--- src/design/lbs_pkg.sv ---
// lbs_pkg: shared types and constants of the longest bitonic subsequence core
// no dependencies; compile first

package lbs_pkg;

	localparam int VALUE_W = 16;
	localparam int LEN_W   = 5;

	// word handed from the front end to the search engine
	typedef struct packed {
		logic signed [VALUE_W-1:0] value;
		logic                      store;
		logic                      last;
		logic                      ovf;
	} lbs_word_t;

endpackage

--- src/design/lbs_sample_if.sv ---
// lbs_sample_if: input channel of the core, valid/ready with one sample per word
// depends on lbs_pkg

interface lbs_sample_if import lbs_pkg::*; ();
	logic                      valid;
	logic                      ready;
	logic signed [VALUE_W-1:0] sample_value;
	logic                      last_sample;

	modport source (output valid, sample_value, last_sample, input ready);
	modport sink (input valid, sample_value, last_sample, output ready);
endinterface

--- src/design/lbs_result_if.sv ---
// lbs_result_if: output channel of the core, one chosen element per word
// depends on lbs_pkg

interface lbs_result_if import lbs_pkg::*; ();
	logic                      valid;
	logic                      ready;
	logic [LEN_W-1:0]          best_length;
	logic signed [VALUE_W-1:0] chosen_value;
	logic                      final_element;
	logic                      overflow_flag;

	modport source (output valid, best_length, chosen_value, final_element, overflow_flag,
		input ready);
	modport sink (input valid, best_length, chosen_value, final_element, overflow_flag,
		output ready);
endinterface

--- src/design/longest_bitonic_subsequence_core.sv ---
// longest_bitonic_subsequence_core: top level, front end, word queue and search engine
// depends on lbs_pkg, lbs_sample_if, lbs_result_if, lbs_front, lbs_queue, lbs_back
//
//   channel  | dir | word contents                                        | accepted when
//   sample   | in  | sample_value, last_sample                            | valid && ready
//   result   | out | best_length, chosen_value, final_element, overflow   | valid && ready
//
// loading takes one sample per cycle unless the engine is busy; a two-word queue sits
// between front end and engine. after the last sample the table pass walks the rows
// from last to first, one memory read per cycle; the engine then fetches the first
// chosen word, and each further word is found by a forward scan after the word before it.
// reset clears control only; the sample store holds no value until written.
// result words hold in their register while ready is low; samples queue meanwhile.

module longest_bitonic_subsequence_core import lbs_pkg::*; #(
	parameter int MAX_SAMPLES = 16
) (
	input  logic        clk,
	input  logic        arst_n,
	lbs_sample_if.sink   sample,
	lbs_result_if.source result
);

	logic      push_valid;
	logic      push_ready;
	lbs_word_t push_word;
	logic      pop_valid;
	logic      pop_ready;
	lbs_word_t pop_word;

	lbs_front #(.MAX_SAMPLES(MAX_SAMPLES)) u_front (
		.clk        (clk),
		.arst_n     (arst_n),
		.sample     (sample),
		.push_valid (push_valid),
		.push_ready (push_ready),
		.push_word  (push_word)
	);

	lbs_queue u_queue (
		.clk        (clk),
		.arst_n     (arst_n),
		.push_valid (push_valid),
		.push_ready (push_ready),
		.push_word  (push_word),
		.pop_valid  (pop_valid),
		.pop_ready  (pop_ready),
		.pop_word   (pop_word)
	);

	lbs_back #(.MAX_SAMPLES(MAX_SAMPLES)) u_back (
		.clk       (clk),
		.arst_n    (arst_n),
		.pop_valid (pop_valid),
		.pop_ready (pop_ready),
		.pop_word  (pop_word),
		.result    (result)
	);

endmodule

--- src/design/lbs_front.sv ---
// lbs_front: accepts samples, tracks fill and overflow, tags each word for the engine
// depends on lbs_pkg and lbs_sample_if

module lbs_front import lbs_pkg::*; #(
	parameter int MAX_SAMPLES = 16
) (
	input  logic             clk,
	input  logic             arst_n,
	lbs_sample_if.sink       sample,
	output logic             push_valid,
	input  logic             push_ready,
	output lbs_word_t        push_word
);

	localparam int CW = $clog2(MAX_SAMPLES + 1);
	localparam logic [CW-1:0] MAX_C = CW'(MAX_SAMPLES);

	logic [CW-1:0] fill_q;
	logic          ovf_q;
	logic          room;
	logic          take;

	assign room         = fill_q < MAX_C;
	assign take         = sample.valid && push_ready;
	assign sample.ready = push_ready;
	assign push_valid   = sample.valid;
	assign push_word    = '{value: sample.sample_value, store: room,
		last: sample.last_sample, ovf: ovf_q | ~room};

	always_ff @(posedge clk or negedge arst_n) begin
		if (!arst_n) begin
			fill_q <= '0;
			ovf_q  <= 1'b0;
		end else if (take) begin
			if (sample.last_sample) begin
				fill_q <= '0;
				ovf_q  <= 1'b0;
			end else begin
				fill_q <= fill_q + CW'(room);
				ovf_q  <= ovf_q | ~room;
			end
		end
	end

endmodule

--- src/design/lbs_queue.sv ---
// lbs_queue: two-entry word queue between front end and search engine
// depends on lbs_pkg

module lbs_queue import lbs_pkg::*; (
	input  logic      clk,
	input  logic      arst_n,
	input  logic      push_valid,
	output logic      push_ready,
	input  lbs_word_t push_word,
	output logic      pop_valid,
	input  logic      pop_ready,
	output lbs_word_t pop_word
);

	lbs_word_t  slot_q [2];
	logic       wptr_q;
	logic       rptr_q;
	logic [1:0] used_q;
	logic       do_push;
	logic       do_pop;

	assign push_ready = used_q != 2'd2;
	assign pop_valid  = used_q != 2'd0;
	assign pop_word   = slot_q[rptr_q];
	assign do_push    = push_valid && push_ready;
	assign do_pop     = pop_valid && pop_ready;

	always_ff @(posedge clk) begin
		if (do_push) begin
			slot_q[wptr_q] <= push_word;
		end
	end

	always_ff @(posedge clk or negedge arst_n) begin
		if (!arst_n) begin
			wptr_q <= 1'b0;
			rptr_q <= 1'b0;
			used_q <= 2'd0;
		end else begin
			if (do_push) begin
				wptr_q <= ~wptr_q;
			end
			if (do_pop) begin
				rptr_q <= ~rptr_q;
			end
			used_q <= used_q + 2'(do_push) - 2'(do_pop);
		end
	end

endmodule

--- src/design/lbs_back.sv ---
// lbs_back: sample store, length tables, search sequencer and result register
// depends on lbs_pkg and lbs_result_if

module lbs_back import lbs_pkg::*; #(
	parameter int MAX_SAMPLES = 16
) (
	input  logic        clk,
	input  logic        arst_n,
	input  logic        pop_valid,
	output logic        pop_ready,
	input  lbs_word_t   pop_word,
	lbs_result_if.source result
);

	localparam int IW = (MAX_SAMPLES > 1) ? $clog2(MAX_SAMPLES) : 1;
	localparam int CW = $clog2(MAX_SAMPLES + 1);

	typedef enum logic [7:0] {
		ST_LOAD  = 8'b0000_0001,
		ST_TROW  = 8'b0000_0010,
		ST_TVAL  = 8'b0000_0100,
		ST_TSCAN = 8'b0000_1000,
		ST_EROW  = 8'b0001_0000,
		ST_EVAL  = 8'b0010_0000,
		ST_EMIT  = 8'b0100_0000,
		ST_ESCAN = 8'b1000_0000
	} lbs_state_t;

	logic signed [VALUE_W-1:0] smem [MAX_SAMPLES];
	logic [CW-1:0]             fmem [MAX_SAMPLES];
	logic [CW-1:0]             bmem [MAX_SAMPLES];

	lbs_state_t                state_q;
	logic [CW-1:0]             cnt_q;
	logic [IW-1:0]             row_q;
	logic [CW-1:0]             col_q;
	logic [CW-1:0]             best_q;
	logic [IW-1:0]             cur_q;
	logic [CW-1:0]             need_q;
	logic                      falling_q;
	logic                      ovf_q;
	logic                      rd_v_s1;
	logic [IW-1:0]             col_s1;
	logic signed [VALUE_W-1:0] rd_val_s1;
	logic [CW-1:0]             rd_fall_s1;
	logic [CW-1:0]             rd_bit_s1;
	logic signed [VALUE_W-1:0] pivot_q;
	logic signed [VALUE_W-1:0] cur_val_q;
	logic [CW-1:0]             bf_q;
	logic [CW-1:0]             bb_q;

	logic [IW-1:0]             rd_addr;
	logic                      scanning;
	logic                      issue;
	logic                      fall_hit;
	logic                      rise_hit;
	logic                      hit;
	logic                      scan_done;
	logic [CW-1:0]             cnt_next;
	logic [CW-1:0]             fall_new;
	logic [CW-1:0]             row_len;
	logic [CW-1:0]             bf_next;
	logic [CW-1:0]             bb_next;
	logic [CW+LEN_W-1:0]       len_wide;

	assign scanning  = (state_q == ST_TSCAN) || (state_q == ST_ESCAN);
	assign fall_hit  = (state_q == ST_ESCAN) && rd_v_s1 && (rd_val_s1 < cur_val_q)
		&& (rd_fall_s1 >= need_q);
	assign rise_hit  = (state_q == ST_ESCAN) && rd_v_s1 && !falling_q
		&& (rd_val_s1 > cur_val_q) && (rd_bit_s1 >= need_q);
	assign hit       = fall_hit || rise_hit;
	assign issue     = scanning && (col_q < cnt_q) && !hit;
	assign scan_done = (col_q >= cnt_q) && !rd_v_s1;
	assign cnt_next  = cnt_q + CW'(pop_word.store);
	assign fall_new  = bf_q + CW'(1);
	assign row_len   = bb_q + CW'(1);
	assign pop_ready = state_q == ST_LOAD;

	always_comb begin
		bf_next = bf_q;
		bb_next = bb_q;
		if (rd_v_s1) begin
			if (rd_val_s1 < pivot_q) begin
				if (rd_fall_s1 > bf_q) bf_next = rd_fall_s1;
				if (rd_fall_s1 > bb_q) bb_next = rd_fall_s1;
			end else if (rd_val_s1 > pivot_q) begin
				if (rd_bit_s1 > bb_q) bb_next = rd_bit_s1;
			end
		end
	end

	always_comb begin
		case (state_q)
			ST_TROW: rd_addr = row_q;
			ST_EROW: rd_addr = cur_q;
			default: rd_addr = col_q[IW-1:0];
		endcase
	end

	// memories and datapath registers
	always_ff @(posedge clk) begin
		if (state_q == ST_LOAD && pop_valid && pop_word.store) begin
			smem[cnt_q[IW-1:0]] <= pop_word.value;
		end
		if (state_q == ST_TSCAN && scan_done) begin
			fmem[row_q] <= fall_new;
			bmem[row_q] <= row_len;
		end
		rd_val_s1  <= smem[rd_addr];
		rd_fall_s1 <= fmem[rd_addr];
		rd_bit_s1  <= bmem[rd_addr];
		col_s1     <= col_q[IW-1:0];
		case (state_q)
			ST_TVAL: begin
				pivot_q <= rd_val_s1;
				bf_q    <= '0;
				bb_q    <= '0;
			end
			ST_TSCAN: begin
				bf_q <= bf_next;
				bb_q <= bb_next;
			end
			ST_EVAL: begin
				cur_val_q <= rd_val_s1;
			end
			ST_ESCAN: begin
				if (hit) cur_val_q <= rd_val_s1;
			end
			default: begin
			end
		endcase
	end

	always_ff @(posedge clk or negedge arst_n) begin
		if (!arst_n) begin
			state_q   <= ST_LOAD;
			cnt_q     <= '0;
			row_q     <= '0;
			col_q     <= '0;
			best_q    <= '0;
			cur_q     <= '0;
			need_q    <= '0;
			falling_q <= 1'b0;
			ovf_q     <= 1'b0;
			rd_v_s1   <= 1'b0;
		end else begin
			rd_v_s1 <= issue;
			if (issue) col_q <= col_q + CW'(1);
			case (state_q)
				ST_LOAD: begin
					if (pop_valid) begin
						cnt_q <= cnt_next;
						if (pop_word.last) begin
							ovf_q   <= pop_word.ovf;
							best_q  <= '0;
							row_q   <= IW'(cnt_next - CW'(1));
							state_q <= ST_TROW;
						end
					end
				end
				ST_TROW: state_q <= ST_TVAL;
				ST_TVAL: begin
					col_q   <= CW'(row_q) + CW'(1);
					state_q <= ST_TSCAN;
				end
				ST_TSCAN: begin
					if (scan_done) begin
						if (row_len >= best_q) begin
							best_q <= row_len;
							cur_q  <= row_q;
						end
						if (row_q == '0) begin
							state_q <= ST_EROW;
						end else begin
							row_q   <= row_q - IW'(1);
							state_q <= ST_TROW;
						end
					end
				end
				ST_EROW: state_q <= ST_EVAL;
				ST_EVAL: begin
					need_q    <= best_q;
					falling_q <= 1'b0;
					state_q   <= ST_EMIT;
				end
				ST_EMIT: begin
					if (result.ready) begin
						if (need_q == CW'(1)) begin
							cnt_q   <= '0;
							state_q <= ST_LOAD;
						end else begin
							need_q  <= need_q - CW'(1);
							col_q   <= CW'(cur_q) + CW'(1);
							state_q <= ST_ESCAN;
						end
					end
				end
				ST_ESCAN: begin
					if (hit) begin
						cur_q   <= col_s1;
						if (fall_hit) falling_q <= 1'b1;
						state_q <= ST_EMIT;
					end else if (scan_done) begin
						cnt_q   <= '0;
						state_q <= ST_LOAD;
					end
				end
				default: state_q <= ST_LOAD;
			endcase
		end
	end

	assign len_wide             = {{LEN_W{1'b0}}, best_q};
	assign result.valid         = state_q == ST_EMIT;
	assign result.best_length   = len_wide[LEN_W-1:0];
	assign result.chosen_value  = cur_val_q;
	assign result.final_element = need_q == CW'(1);
	assign result.overflow_flag = ovf_q;

endmodule

--- src/flat_wrapper.sv ---
// flat-port wrapper written by rule: the top's interface ports become plain ports
module longest_bitonic_subsequence_core_flat import lbs_pkg::*;
#(
	parameter int MAX_SAMPLES = 16
)
  (clk, arst_n, sample_valid, sample_sample_value, sample_last_sample, sample_ready, result_valid, result_best_length, result_chosen_value, result_final_element, result_overflow_flag, result_ready);
  lbs_sample_if sample_i ();
  lbs_result_if result_i ();
  input  logic clk;
  input  logic arst_n;
  input wire logic [$bits(sample_i.valid)-1:0] sample_valid;
  input wire logic [$bits(sample_i.sample_value)-1:0] sample_sample_value;
  input wire logic [$bits(sample_i.last_sample)-1:0] sample_last_sample;
  output wire logic [$bits(sample_i.ready)-1:0] sample_ready;
  output wire logic [$bits(result_i.valid)-1:0] result_valid;
  output wire logic [$bits(result_i.best_length)-1:0] result_best_length;
  output wire logic [$bits(result_i.chosen_value)-1:0] result_chosen_value;
  output wire logic [$bits(result_i.final_element)-1:0] result_final_element;
  output wire logic [$bits(result_i.overflow_flag)-1:0] result_overflow_flag;
  input wire logic [$bits(result_i.ready)-1:0] result_ready;
  assign sample_i.valid = sample_valid;
  assign sample_i.sample_value = sample_sample_value;
  assign sample_i.last_sample = sample_last_sample;
  assign sample_ready = sample_i.ready;
  assign result_valid = result_i.valid;
  assign result_best_length = result_i.best_length;
  assign result_chosen_value = result_i.chosen_value;
  assign result_final_element = result_i.final_element;
  assign result_overflow_flag = result_i.overflow_flag;
  assign result_i.ready = result_ready;
  longest_bitonic_subsequence_core #(.MAX_SAMPLES(MAX_SAMPLES)) u_core (.clk(clk), .arst_n(arst_n), .sample(sample_i), .result(result_i));
endmodule
--- config.mk ---
export PLATFORM = sky130hd
export DESIGN_NAME = longest_bitonic_subsequence_core_flat
export DESIGN_NICKNAME = d
export VERILOG_FILES = /design/src/design/lbs_pkg.sv /design/src/design/lbs_sample_if.sv /design/src/design/lbs_result_if.sv /design/src/design/longest_bitonic_subsequence_core.sv /design/src/design/lbs_front.sv /design/src/design/lbs_queue.sv /design/src/design/lbs_back.sv /design/src/flat_wrapper.sv
export SDC_FILE = /design/constraint.sdc
export NUM_CORES = 1
export LEC_CHECK = 0
export ABC_CLOCK_PERIOD_IN_PS = 6600
export BUFFER_PORTS_ARGS = -buffer_cell sky130_fd_sc_hd__buf_2
export CAP_MARGIN = 0
export CORE_MARGIN = 2
export CORE_UTILIZATION = 39
export DETAILED_ROUTE_END_ITERATION = 10
export PLACE_DENSITY = 0.65
export SLEW_MARGIN = 20
export SYNTH_ARGS = -nofsm -noshare
export SYNTH_HDL_FRONTEND = slang
export SYNTH_SLANG_ARGS = --single-unit
export TNS_END_PERCENT = 100
--- constraint.sdc ---
create_clock -name clk -period 6.6 [get_ports clk]
set_input_delay 1.98 -clock clk [delete_from_list [all_inputs] [get_ports clk]]
set_output_delay 1.98 -clock clk [all_outputs]
set_load 0.05 [all_outputs]
=== After elaboration in Yosys (flattened, before gate mapping) ===
Memory sizes are Yosys's and may differ from the RTL's. A register that Yosys moved wholly into a read port is not among the register bits.
Cells that the tools add are included.

* Equality and inequality tests: 29
* Muxes and demuxes: 60
* Multipliers: 0
* Reduce and logical (&&, ||, !) cells: 37
* Div/mod/pow operators: 0
* Bitwise gates (word level): 4
* Add/sub/neg operators: 12
* Magnitude comparators: 13
* Shift operators: 0

{| class="wikitable"
|+ Operators by type and width
! cell !! count
|-
| two-way mux 5 bit || 24
|-
| case mux 8 bit (8 select lines) || 1
|-
| two-way mux 8 bit || 7
|-
| case mux 5 bit (2 select lines) || 5
|-
| > comparator 16 bit || 2
|-
| less-than comparator 16 bit || 2
|-
| case mux 16 bit (2 select lines) || 1
|-
| two-way mux 4 bit || 7
|-
| case mux 4 bit (2 select lines) || 3
|-
| greater-or-equal comparator 5 bit || 4
|-
| inequality test 2 bit (second input constant) || 10
|-
| AND reduction 5 bit || 4
|-
| two-way mux 16 bit || 1
|-
| adder 5 x 1 -> 5 bit (second input constant) || 3
|-
| > comparator 5 bit || 3
|-
| case mux 5 bit (3 select lines) || 1
|-
| logical AND 1 bit || 13
|-
| inequality test 2 x 1 -> 1 bit (second input constant) || 6
|-
| nonzero test 2 bit || 6
|-
| adder 4 x 1 -> 5 bit (second input constant) || 2
|-
| adder 5 x 1 -> 5 bit || 2
|-
| two-way mux 1 bit || 9
|-
| AND reduction 3 bit || 3
|-
| == test 8 x 1 -> 1 bit (second input constant) || 1
|-
| 27 further kinds || 35
|}

* Input port bits: 21
* Memories kept: 4
* Register bits: 95
* Logic and storage cells: 179
* Memory bits (writable): 454
* ROM bits: 0
* Bits in latches: 0
* Output and inout port bits: 25

{| class="wikitable"
|+ Memories
! name !! words !! width !! rd ports !! clocked after memory_dff !! wr ports !! RTL line !! text
|-
| u_core.u_back.smem || 16 || 16 || 1 || 1 || 1 || lbs_back.sv:29 || <nowiki>logic signed [VALUE_W-1:0] smem [MAX_SAMPLES];</nowiki>
|-
| u_core.u_back.bmem || 16 || 5 || 1 || 1 || 1 || lbs_back.sv:31 || <nowiki>logic [CW-1:0] bmem [MAX_SAMPLES];</nowiki>
|-
| u_core.u_back.fmem || 16 || 5 || 1 || 1 || 1 || lbs_back.sv:30 || <nowiki>logic [CW-1:0] fmem [MAX_SAMPLES];</nowiki>
|-
| u_core.u_queue.slot_q || 2 || 19 || 1 || 0 || 1 || lbs_queue.sv:15 || <nowiki>lbs_word_t slot_q [2];</nowiki>
|}

=== Logic depth before layout (Yosys ltp) ===
Gate-level depths: netlist of run 1.

* Depth after elaboration: 12
* Depth in mapped cells: 11
* Mapped depth without buffers: 11

=== Modules after synthesis ===
Synthesis of run 1 repeated with hierarchy kept, for this count alone.

* Cell total of the unflattened synthesis: 1831
* Area, all modules: 24593.6 µm²

{| class="wikitable"
|+ Modules (own cells, without submodules)
! module !! instances !! seq. area each (µm²) !! cells each !! area an instance (µm²)
|-
| lbs_back || 1 || 15331.0 || 1697 || 22512.8
|-
| lbs_queue || 1 || 1241.2 || 81 || 1599.0
|-
| lbs_front || 1 || 150.1 || 53 || 481.7
|}

=== Least setup slack after synthesis of run 1 ===
OpenSTA, ideal clock, no wires.

* Path type: flip-flop to output port
* Start: reg u_core.u_back.state_q[1]
* End: out result_valid
* Stages on the path, launching flop included: 5
* Path slack: 2.736 ns
* Required time: 4.620 ns
* Arrival: 1.884 ns
* Path buffers: 1
* Cell sequence: dfrtp_1 -> or4_1 -> or4_1 -> inv_2 -> buf_2

* Word-level cells in the longest chain between the ends: 1

{| class="wikitable"
|+ RTL lines
! element !! RTL line !! text
|-
| start: declaration || lbs_back.sv:33 || <nowiki>lbs_state_t state_q;</nowiki>
|-
| start signal: assignment || lbs_back.sv:136 || <nowiki>state_q <= ST_LOAD;</nowiki>
|-
| start signal: assignment || lbs_back.sv:157 || <nowiki>state_q <= ST_TROW;</nowiki>
|-
| start signal: assignment || lbs_back.sv:161 || <nowiki>ST_TROW: state_q <= ST_TVAL;</nowiki>
|-
| == test 8 x 7 -> 1 bit || lbs_back.sv:214 || <nowiki>assign result.valid = state_q == ST_EMIT;</nowiki>
|-
| end: declaration || flat_wrapper.sv:15 || <nowiki>output wire logic [$bits(result_i.valid)-1:0] result_valid;</nowiki>
|}

Every way passes these cells.

=== Worst setup path in the final report of run 1 ===
Same ends and word-level chain as after synthesis.

==> impl_metrics.py, run 1 <==
metrics = {
    "placed_design": {
        "dp_hpwl_um": 32600,
        "routabilityCongestion": 0.845,
        "placed_area_sq_um": 25200,
        "port_buffers": 45,
    },
    "power_and_ir_drop": {
        "peakVddDrop_v": 0.000229,
        "p_leak_uw": 0.00964,
        "total_power_uw": 11100,
        "p_per_area_nw_per_um2": 408,
    },
    "finish": {
        "antennaDiodeCount": 0,
        "nFillCells": 5132,
        "layout-drive-gt1-share_pct": 20.4,
        "design_area_sq_um": 27200,
        "most-common-layout-cells": "edfxtp_1 (496), ha_1 (84), mux2_2 (79)",
        "multi_input_area_sq_um": 6840,
        "layout-area-overhead-vs-synth_pct": 13.3,
        "layout_commonest_cell": "edfxtp_1",
        "final-seq-area_sq_um": 16700,
        "nNetsFinal": 1624,
        "utilization_pct": 44.9,
    },
    "hold_path": {
        "hold_class": "register to register",
        "holdPathStages": 0,
        "min_to": "u_core.u_back.col_s1[0]$_DFF_P_",
        "hp-start": "u_core.u_back.col_q[0]$_DFF_PN0_",
    },
    "global_route": {
        "grtUsageMet2_pct": 27.2,
        "use_met3_pct": 3.45,
        "first_global_vias": 13100,
        "globalRouteOverflowTotal": 0,
        "grt_pass1_wl_um": 78200,
        "antenna_found_initial": 3,
        "grt_start_max_net_pins": 69,
        "grt_use_met1_pct": 20.6,
        "grt-busiest-layer": "met2",
        "gr-usage-all-layers_pct": 16.1,
    },
    "synth": {
        "async_flop_share_pct": 8.52,
        "synth_nets": 1547,
        "synthesis.area_sq_um": 24000,
        "yosysSeqAreaShare_pct": 69.7,
        "synthFlopType": "edfxtp_1",
        "avgSynthCellArea_sq_um": 16.6,
        "synth_seq_cells": 575,
        "synth_edf_count": 496,
        "ys_types": 69,
        "syn-instance-count": 1442,
        "ys_warn_count": 0,
    },
    "critical_path": {
        "path_cells": "or4_1, or4_1, inv_2, buf_2",
        "start_kind": "register",
        "r2r-end": "u_core.u_back.rd_val_s1[11]$_DFF_P_",
        "rr_worst_depth": 7,
        "path_delay_family": "simple AND/OR/NAND/NOR gates",
        "required_ns": 4.62,
        "rrSetupSlack_ns": 2.57,
        "crit_path_max_fanout": 12,
        "path_common_cell": "or4_1",
        "cp_num_buf_inv": 2,
        "slowest_stage": "or4_1",
        "end_kind": "output port",
        "path_class": "register to output port",
        "reg2reg_from": "u_core.u_back.state_q[3]$_DFFE_PN0P_",
        "critPathMaxStageDelay_ns": 0.70,
        "arrival_ns": 2.93,
    },
    "clock_network": {
        "cts_tree": "yes",
        "path_clk_slew_ns": 0.06,
        "post_cts_resize_count": 0,
        "ctsRootBufferMaster": "clkbuf_16",
        "post-cts-setup-buffers": 0,
        "cts.sinks": 575,
        "htree_num_levels": 2,
        "clockBufferDepth": 3,
        "clock_latency_ns": 0.64,
        "numCtsBuffers": 54,
        "postCtsHoldBufs": 0,
    },
    "sta": {
        "drv_slew": 0,
        "rsz0062_at_grt": "false",
        "tightestPinTransition_ns": 1.18,
        "finClkSkew_ns": 0.0583,
        "fin_crit_sh_pct": 74.4,
        "period_needed_ns": 4.91,
        "setup_violations": 0,
        "finalSetupTns_ns": 0,
        "maxSlewHeadroom_pct": 20.9,
        "clock.fmax_ghz": 0.204,
        "hold_viol": 0,
    },
    "floorplan": {
        "core-area_sq_um": 60600,
        "row_count": 90,
        "die-area_sq_um": 63500,
        "io_pins": 46,
        "initial_utilization_pct": 39.6,
        "die_y_um": 252,
        "fp.dieW_um": 252,
    },
    "run_status": {
        "status": "completed",
    },
    "routing": {
        "vias_per_cell": 5.44,
        "via_count": 12800,
        "drc": 0,
        "ant_nets": 0,
        "wl_um": 51100,
        "drt_iter0_drc": 1175,
        "drtPass1Iterations": 7,
        "wire_per_inst_um": 21.8,
    },
    "run": {
        "cap_violations": 0,
    },
}
## cell usage after synthesis (31+ instances only)
| cell type | count | area [sq um] |
|---|---|---|
| edfxtp_1 | 496 | 14900 |
| ha_1 | 84 | 1050 |
| mux2_2 | 79 | 890 |
| inv_1 | 70 | 263 |
| mux4_2 | 52 | 1170 |
| dfrtp_1 | 48 | 1200 |
| nor2_1 | 48 | 180 |
| mux2i_1 | 47 | 470 |
| nand2_1 | 46 | 173 |
| o21ai_0 | 33 | 165 |
| a21oi_1 | 31 | 155 |
| o211ai_1 | 31 | 233 |
## power breakdown
part / internal, uW / total, uW / leakage [uW] / switching, uW
clock: 1880 / 3240 / 0.000923 / 1370
sequential: 4610 / 4980 / 0.00537 / 364
combinational: 1230 / 2880 / 0.00335 / 1650
## layout make-up
type / instances / share of cell area (%)
Timing Repair Buffer: 75 / 1.78
Inverter: 71 / 0.980
Sequential cell: 575 / 61.5
Clock buffer: 77 / 5.66
Multi-Input combinational cell: 742 / 25.2
Tap cell: 782 / 3.60
Clock inverter: 25 / 1.32
## per-stage QoR
stage	instances	hold slack [ns]	setup WS [ns]
floorplan	1442	0.369	2.74
global placement	2244	0.419	2.38
detailed placement	2244	0.425	2.31
CTS	2346	0.466	1.67
global route	2347	0.483	1.55
finish	2347	0.477	1.69
## cells by family (layout without fill, tap and decap cells)
logic type	count (synthesis)	after routing	synth area share, %
DFF	575	575	69.7
and+or+nand+nor	237	237	5.32
muxes	203	203	11.7
AOI/OAI and AO/OA	201	201	6.04
buffers and inverters	125	248	2.20
adders and majority gates	84	84	4.38
xor gates and xnor gates	17	17	0.621
## routing by layer
layer,up-vias,share of wire [%]
met2,368,48
met4,6,3.2
li1,5845,-
met3,108,6.0
met1,6434,42
met5,-,0.096
## worst register-to-register path, stage by stage (launching register included)
cell and delay [ns]:
dfrtp_1 0.44, or4_4 0.61, nor4_4 0.47, a221o_4 0.83
buf_4 0.63, mux2_2 0.41, a222oi_1 0.35, o211ai_1 0.15
## state kept, by name, summed over array words and instances (netlist names), 8 cells and up
name and count:
u_core.u_back.fmem 80, u_core.u_back.state_q 8, u_core.u_back.bmem 80, u_core.u_back.smem 256
u_core.u_back.result.chosen_value 16, u_core.u_back.pivot_q 16, u_core.u_queue.slot_q 38, u_core.u_back.rd_val_s1 16
## worst max-delay path by stage
stage | startpoint | to | slack (ns) | cells after the start
after floorplan | u_core.u_back.state_q[1]$_DFFE_PN0P_ | result_valid | 2.74 | 4
after global placement | u_core.u_back.state_q[1]$_DFFE_PN0P_ | result_valid | 2.38 | 4
after detailed placement | u_core.u_back.state_q[1]$_DFFE_PN0P_ | result_valid | 2.31 | 4
after CTS | u_core.u_back.state_q[1]$_DFFE_PN0P_ | result_valid | 1.67 | 4
after global routing | u_core.u_back.state_q[1]$_DFFE_PN0P_ | result_valid | 1.55 | 4
final | u_core.u_back.state_q[1]$_DFFE_PN0P_ | result_valid | 1.69 | 4
(Power assumes the default switching activity.)
==> run 2: changes to the inputs <==
- ABC_CLOCK_PERIOD_IN_PS: 6600 -> 4150
- PLACE_DENSITY: 0.65 -> 0.67
- clock period: 6.6 -> 4.15 ns (I/O delays scaled with it)
==> run 2 against run 1 <==
- non-clock buffer count up 20
- register-to-register slack got worse by 2.2 ns
- combinational power up 65%
- critical path depth unchanged
- die area is the same
- via count grew 2.1%
- critical path type unchanged
- critical endpoint unchanged
- highest routed layer unchanged
==> impl_metrics.py, run 2 (same netlist as run 1, synthesis figures left out) <==
metrics = {
    "sta": {
        "finClkSkew_ns": 0.0159,
        "hold_ws_ns": 0.436,
        "hold_viol": 0,
        "rsz0062_at_grt": "false",
        "setup_violations": 0,
        "drv_slew": 0,
        "tightestPinTransition_ns": 0.969,
        "maxSlewHeadroom_pct": 35.4,
        "fin_crit_sh_pct": 96.8,
        "clock.fmax_ghz": 0.249,
        "finalSetupTns_ns": 0,
        "period_needed_ns": 4.02,
    },
    "clock_network": {
        "post-cts-setup-buffers": 0,
        "cts_tree": "yes",
        "clock_latency_ns": 0.61,
        "postCtsHoldBufs": 0,
        "clockBufferDepth": 3,
        "path_clk_slew_ns": 0.06,
        "htree_num_levels": 2,
        "cts.sinks": 575,
        "numCtsBuffers": 55,
        "ctsRootBufferMaster": "clkbuf_16",
    },
    "global_route": {
        "antenna_found_initial": 4,
        "first_global_vias": 13300,
        "grt_pass1_wl_um": 79400,
        "globalRouteOverflowTotal": 0,
        "grt_use_met1_pct": 21.4,
        "gr-usage-all-layers_pct": 16.3,
        "grt-busiest-layer": "met2",
        "grtUsageMet2_pct": 27.8,
        "use_met3_pct": 2.49,
        "grt_start_max_net_pins": 38,
    },
    "power_and_ir_drop": {
        "total_power_uw": 17600,
        "p_per_area_nw_per_um2": 645,
        "p_leak_uw": 0.00968,
        "peakVddDrop_v": 0.000369,
    },
    "finish": {
        "antennaDiodeCount": 0,
        "layout_commonest_cell": "edfxtp_1",
        "nNetsFinal": 1645,
        "largest_reg_flops": 256,
        "nFillCells": 5144,
        "layout-drive-gt1-share_pct": 20.9,
        "final_cells": 2367,
        "layout-area-overhead-vs-synth_pct": 13.5,
        "most-common-layout-cells": "edfxtp_1 (496), ha_1 (84), mux2_2 (79)",
    },
    "hold_path": {
        "holdPathStages": 0,
        "hp-start": "u_core.u_back.col_q[0]$_DFF_PN0_",
        "min_to": "u_core.u_back.col_s1[0]$_DFF_P_",
        "hold_class": "register to register",
    },
    "critical_path": {
        "arrival_ns": 2.77,
        "reg2reg_from": "u_core.u_back.state_q[2]$_DFFE_PN0P_",
        "crit_path_max_fanout": 12,
        "required_ns": 2.90,
        "path_class": "register to output port",
        "rr_worst_depth": 8,
        "rrSetupSlack_ns": 0.42,
        "end_kind": "output port",
        "r2r-end": "u_core.u_back.rd_bit_s1[4]$_DFF_P_",
        "start_kind": "register",
    },
    "placed_design": {
        "placed_cells": 2265,
        "routabilityCongestion": 0.825,
        "dp_hpwl_um": 33800,
        "port_buffers": 45,
    },
    "routing": {
        "drtPass1Iterations": 7,
        "wl_um": 51800,
        "via_count": 13000,
        "vias_per_cell": 5.50,
        "wire_per_inst_um": 21.9,
        "drt_iter0_drc": 1214,
        "ant_nets": 0,
        "drc": 0,
    },
    "floorplan": {
        "io_pins": 46,
        "die_y_um": 252,
        "row_count": 90,
        "fp.dieW_um": 252,
        "die-area_sq_um": 63500,
        "initial_utilization_pct": 39.6,
        "core-area_sq_um": 60600,
    },
    "run_status": {
        "status": "completed",
    },
    "run": {
        "cap_violations": 0,
    },
}
==> run 2: repair_timing <==
action | CTS | global route
setup endpoints to repair | 1 | 0
endpoints found under the hold margin | 0 | 0
resized for setup | 1 | 0
==> run 2: cell type report <==
type                       count  area [sq um]  area share [%]
inverter                      71           267           0.979
clock inverter                21           248           0.910
sequential                   575         16700            61.4
clock buffer                  81          1520            5.60
tap                          782           978            3.59
timing repair buffer          95           663            2.44
multi-input combinational    742          6830            25.1
==> run 2: power by group <==
group / internal, uW / switching, uW / total [uW]
Clock: 2810 / 2120 / 4930
Combinational: 2060 / 2690 / 4750
Sequential: 7340 / 555 / 7890
==> run 2: metal layers <==
metal,vias up,share of wire [%]
met5,-,0.087
met4,8,2.7
met1,6673,42
met2,375,49
met3,92,5.7
li1,5878,-
==> run 2: worst max path at each step <==
stage,from,to,slack [ns],cells after the start
after CTS,u_core.u_back.state_q[1]$_DFFE_PN0P_,result_valid,0.1,4
after detailed placement,u_core.u_back.state_q[2]$_DFFE_PN0P_,u_core.u_back.rd_bit_s1[4]$_DFF_P_,0.44,7
after global routing,u_core.u_back.state_q[1]$_DFFE_PN0P_,result_valid,0.02,4
final,u_core.u_back.state_q[1]$_DFFE_PN0P_,result_valid,0.13,4
after global placement,u_core.u_back.state_q[3]$_DFFE_PN0P_,u_core.u_back.rd_bit_s1[4]$_DFF_P_,0.45,7
after floorplan,u_core.u_back.state_q[3]$_DFFE_PN0P_,u_core.u_back.smem[0][0]$_DFFE_PP_,0.63,7
==> run 2: per-stage QoR <==
stage | util, % | worst slack (ns) | area (sq um)
after floorplan | - | 0.633 | 24000
after global placement | 42.0 | 0.451 | 25400
after detailed placement | 42.0 | 0.436 | 25400
after CTS | 44.9 | 0.0979 | 27200
after global routing | 44.9 | 0.0174 | 27200
final | 44.9 | 0.134 | 27200
==> run 2: critical path, cell delays in order (launching register included) <==
cell,delay [ns]
dfrtp_1,0.44
or4_1,0.62
or4_4,0.60
inv_2,0.20
buf_2,0.30
==> run 3: changes to the inputs <==
==> constraint.sdc (replaced) <==
create_clock -name clk -period 4.15 [get_ports clk]
set_input_delay 0.83 -clock clk [delete_from_list [all_inputs] [get_ports clk]]
set_output_delay 0.83 -clock clk [all_outputs]
set_load 0.05 [all_outputs]
==> run 3 against run 2 <==
- die area is the same
- count of clock-buffer cells in the layout down 21
- largest power group unchanged
- cell count hardly changed
==> impl_metrics.py, run 3 (same netlist as run 1, synthesis figures left out) <==
metrics = {
    "run_status": {
        "status": "completed",
    },
    "critical_path": {
        "end_kind": "output port",
        "path_common_cell": "or4_1",
        "cp_num_buf_inv": 3,
        "start_kind": "register",
        "critPathMaxStageDelay_ns": 0.73,
        "path_class": "register to output port",
        "setup.worst_path.end": "result_valid",
        "required_ns": 3.32,
        "r2r-end": "u_core.u_back.rd_bit_s1[4]$_DFF_P_",
        "crit_path_max_fanout": 11,
        "slowest_stage": "or4_1",
        "path_delay_family": "simple AND/OR/NAND/NOR gates",
        "path_cells": "or4_1, or4_1, inv_2, buf_4, buf_2",
        "startpoint": "u_core.u_back.state_q[1]$_DFFE_PN0P_",
        "rr_worst_depth": 8,
        "cp_num_cells": 5,
        "arrival_ns": 2.98,
        "reg2reg_from": "u_core.u_back.state_q[3]$_DFFE_PN0P_",
        "rrSetupSlack_ns": 0.53,
    },
    "power_and_ir_drop": {
        "p_per_area_nw_per_um2": 653,
        "p_int_uw": 12500,
        "switchingPower_uw": 5390,
        "peakVddDrop_v": 0.000334,
        "total_power_uw": 17900,
        "combPwrFrac_pct": 26.4,
        "p_clk_share_pct": 29.5,
        "swShare_pct": 30.2,
        "sequentialPowerShare_pct": 44.2,
        "p_leak_uw": 0.00973,
    },
    "clock_network": {
        "cts_tree": "yes",
        "cts.sinks": 575,
        "clockBufferDepth": 3,
        "clock_latency_ns": 0.62,
        "post_cts_resize_count": 0,
        "ctsRootBufferMaster": "clkbuf_16",
        "path_clk_slew_ns": 0.06,
        "numCtsBuffers": 54,
        "htree_num_levels": 2,
        "postCtsHoldBufs": 0,
        "post-cts-setup-buffers": 0,
    },
    "global_route": {
        "globalRouteOverflowTotal": 0,
        "first_global_vias": 13200,
        "antenna_found_initial": 5,
        "grt_use_met1_pct": 21.2,
        "grtUsageMet2_pct": 27.9,
        "grt_pass1_wl_um": 79400,
        "grt_start_max_net_pins": 50,
        "grt-busiest-layer": "met2",
        "use_met3_pct": 2.90,
        "gr-usage-all-layers_pct": 16.3,
    },
    "routing": {
        "wire_per_inst_um": 21.9,
        "via_count": 13000,
        "drc": 0,
        "ant_nets": 0,
        "vias_per_cell": 5.48,
        "wl_um": 51800,
        "drtPass1Iterations": 6,
        "drt_iter0_drc": 1012,
    },
    "sta": {
        "setup_violations": 0,
        "fin_crit_sh_pct": 91.9,
        "maxSlewHeadroom_pct": 34.8,
        "hold_viol": 0,
        "drv_slew": 0,
        "rsz0062_at_grt": "false",
        "tightestPinTransition_ns": 0.977,
        "finClkSkew_ns": 0.0348,
        "finalSetupTns_ns": 0,
        "period_needed_ns": 3.81,
        "clock.fmax_ghz": 0.262,
    },
    "finish": {
        "largest_reg_flops": 256,
        "layout_commonest_cell": "edfxtp_1",
        "layout-area-overhead-vs-synth_pct": 14.0,
        "nNetsFinal": 1642,
        "antennaDiodeCount": 0,
        "design_area_sq_um": 27300,
        "layout-drive-gt1-share_pct": 21.4,
        "most-common-layout-cells": "edfxtp_1 (496), ha_1 (84), mux2_2 (79)",
    },
    "floorplan": {
        "fp.dieW_um": 252,
        "core-area_sq_um": 60600,
        "die_y_um": 252,
        "io_pins": 46,
        "row_count": 90,
        "die-area_sq_um": 63500,
        "initial_utilization_pct": 39.6,
    },
    "placed_design": {
        "placed_area_sq_um": 25400,
        "port_buffers": 45,
        "routabilityCongestion": 0.819,
        "dp_hpwl_um": 33500,
    },
    "hold_path": {
        "hold_class": "input pin to async pin",
    },
    "run": {
        "cap_violations": 0,
    },
}
run 3: worst register-to-register path, delay by kind of cell, from the launching register on:
family,cells,cell delay (ns)
AO/OA/AOI/OAI,3,1.23
buffers and inverters,1,0.28
flip-flops,1,0.43
multiplexers,1,0.36
AND/OR/NAND/NOR,3,1.19
run 3: worst min path at each step:
stage / from / end / slack, ns / cells past startpoint
after floorplan: u_core.u_back.col_q[2]$_DFF_PN0_ / u_core.u_back.col_s1[2]$_DFF_P_ / 0.37 / 0
after global placement: u_core.u_back.col_q[0]$_DFF_PN0_ / u_core.u_back.col_s1[0]$_DFF_P_ / 0.41 / 0
after detailed placement: u_core.u_back.col_q[0]$_DFF_PN0_ / u_core.u_back.col_s1[0]$_DFF_P_ / 0.41 / 0
after CTS: arst_n / u_core.u_back.state_q[4]$_DFFE_PN0P_ / 0.35 / 2
after global routing: sample_sample_value[9] / u_core.u_queue.slot_q[1][12]$_DFFE_PP_ / 0.36 / 1
final: arst_n / u_core.u_front.fill_q[2]$_DFFE_PN0P_ / 0.36 / 2
run 3: layer usage:
metal,share of wire (%),vias to the layer above
li1,-,5871
met1,42,6669
met2,50,325
met3,5.2,79
met4,2.6,10
met5,0.12,-
run 3: metrics by stage:
step / setup WS [ns] / utilization (%) / std cells / hold WS (ns)
4_1_cts: 0.306 / 45.1 / 2365 / 0.346
6_report: 0.336 / 45.1 / 2365 / 0.355
2_1_floorplan: 0.633 / - / 1442 / 0.369
3_5_place_dp: 0.507 / 41.9 / 2263 / 0.412
3_3_place_gp: 0.561 / 41.9 / 2263 / 0.411
5_1_grt: 0.193 / 45.1 / 2365 / 0.365
run 3: cell type report:
class                           instances  area, sq um
Multi-Input combinational cell        742         6830
Sequential cell                       575        16700
Timing Repair Buffer                   93          636
Clock buffer                           60         1370
Fill cell                            5144        33200
Clock inverter                         42          537
Tap cell                              782          978
Inverter                               71          267
run 3: power by group through the flow:
| stage | clock [uW] | combinational (uW) | sequential, uW |
|---|---|---|---|
| 2_1_floorplan | 0 | 3480 | 7720 |
| 3_3_place_gp | 0 | 4600 | 7970 |
| 3_5_place_dp | 0 | 4740 | 8000 |
| 4_1_cts | 5360 | 4770 | 7890 |
| 5_1_grt | 5570 | 5190 | 7950 |
| 6_report | 5260 | 4710 | 7890 |
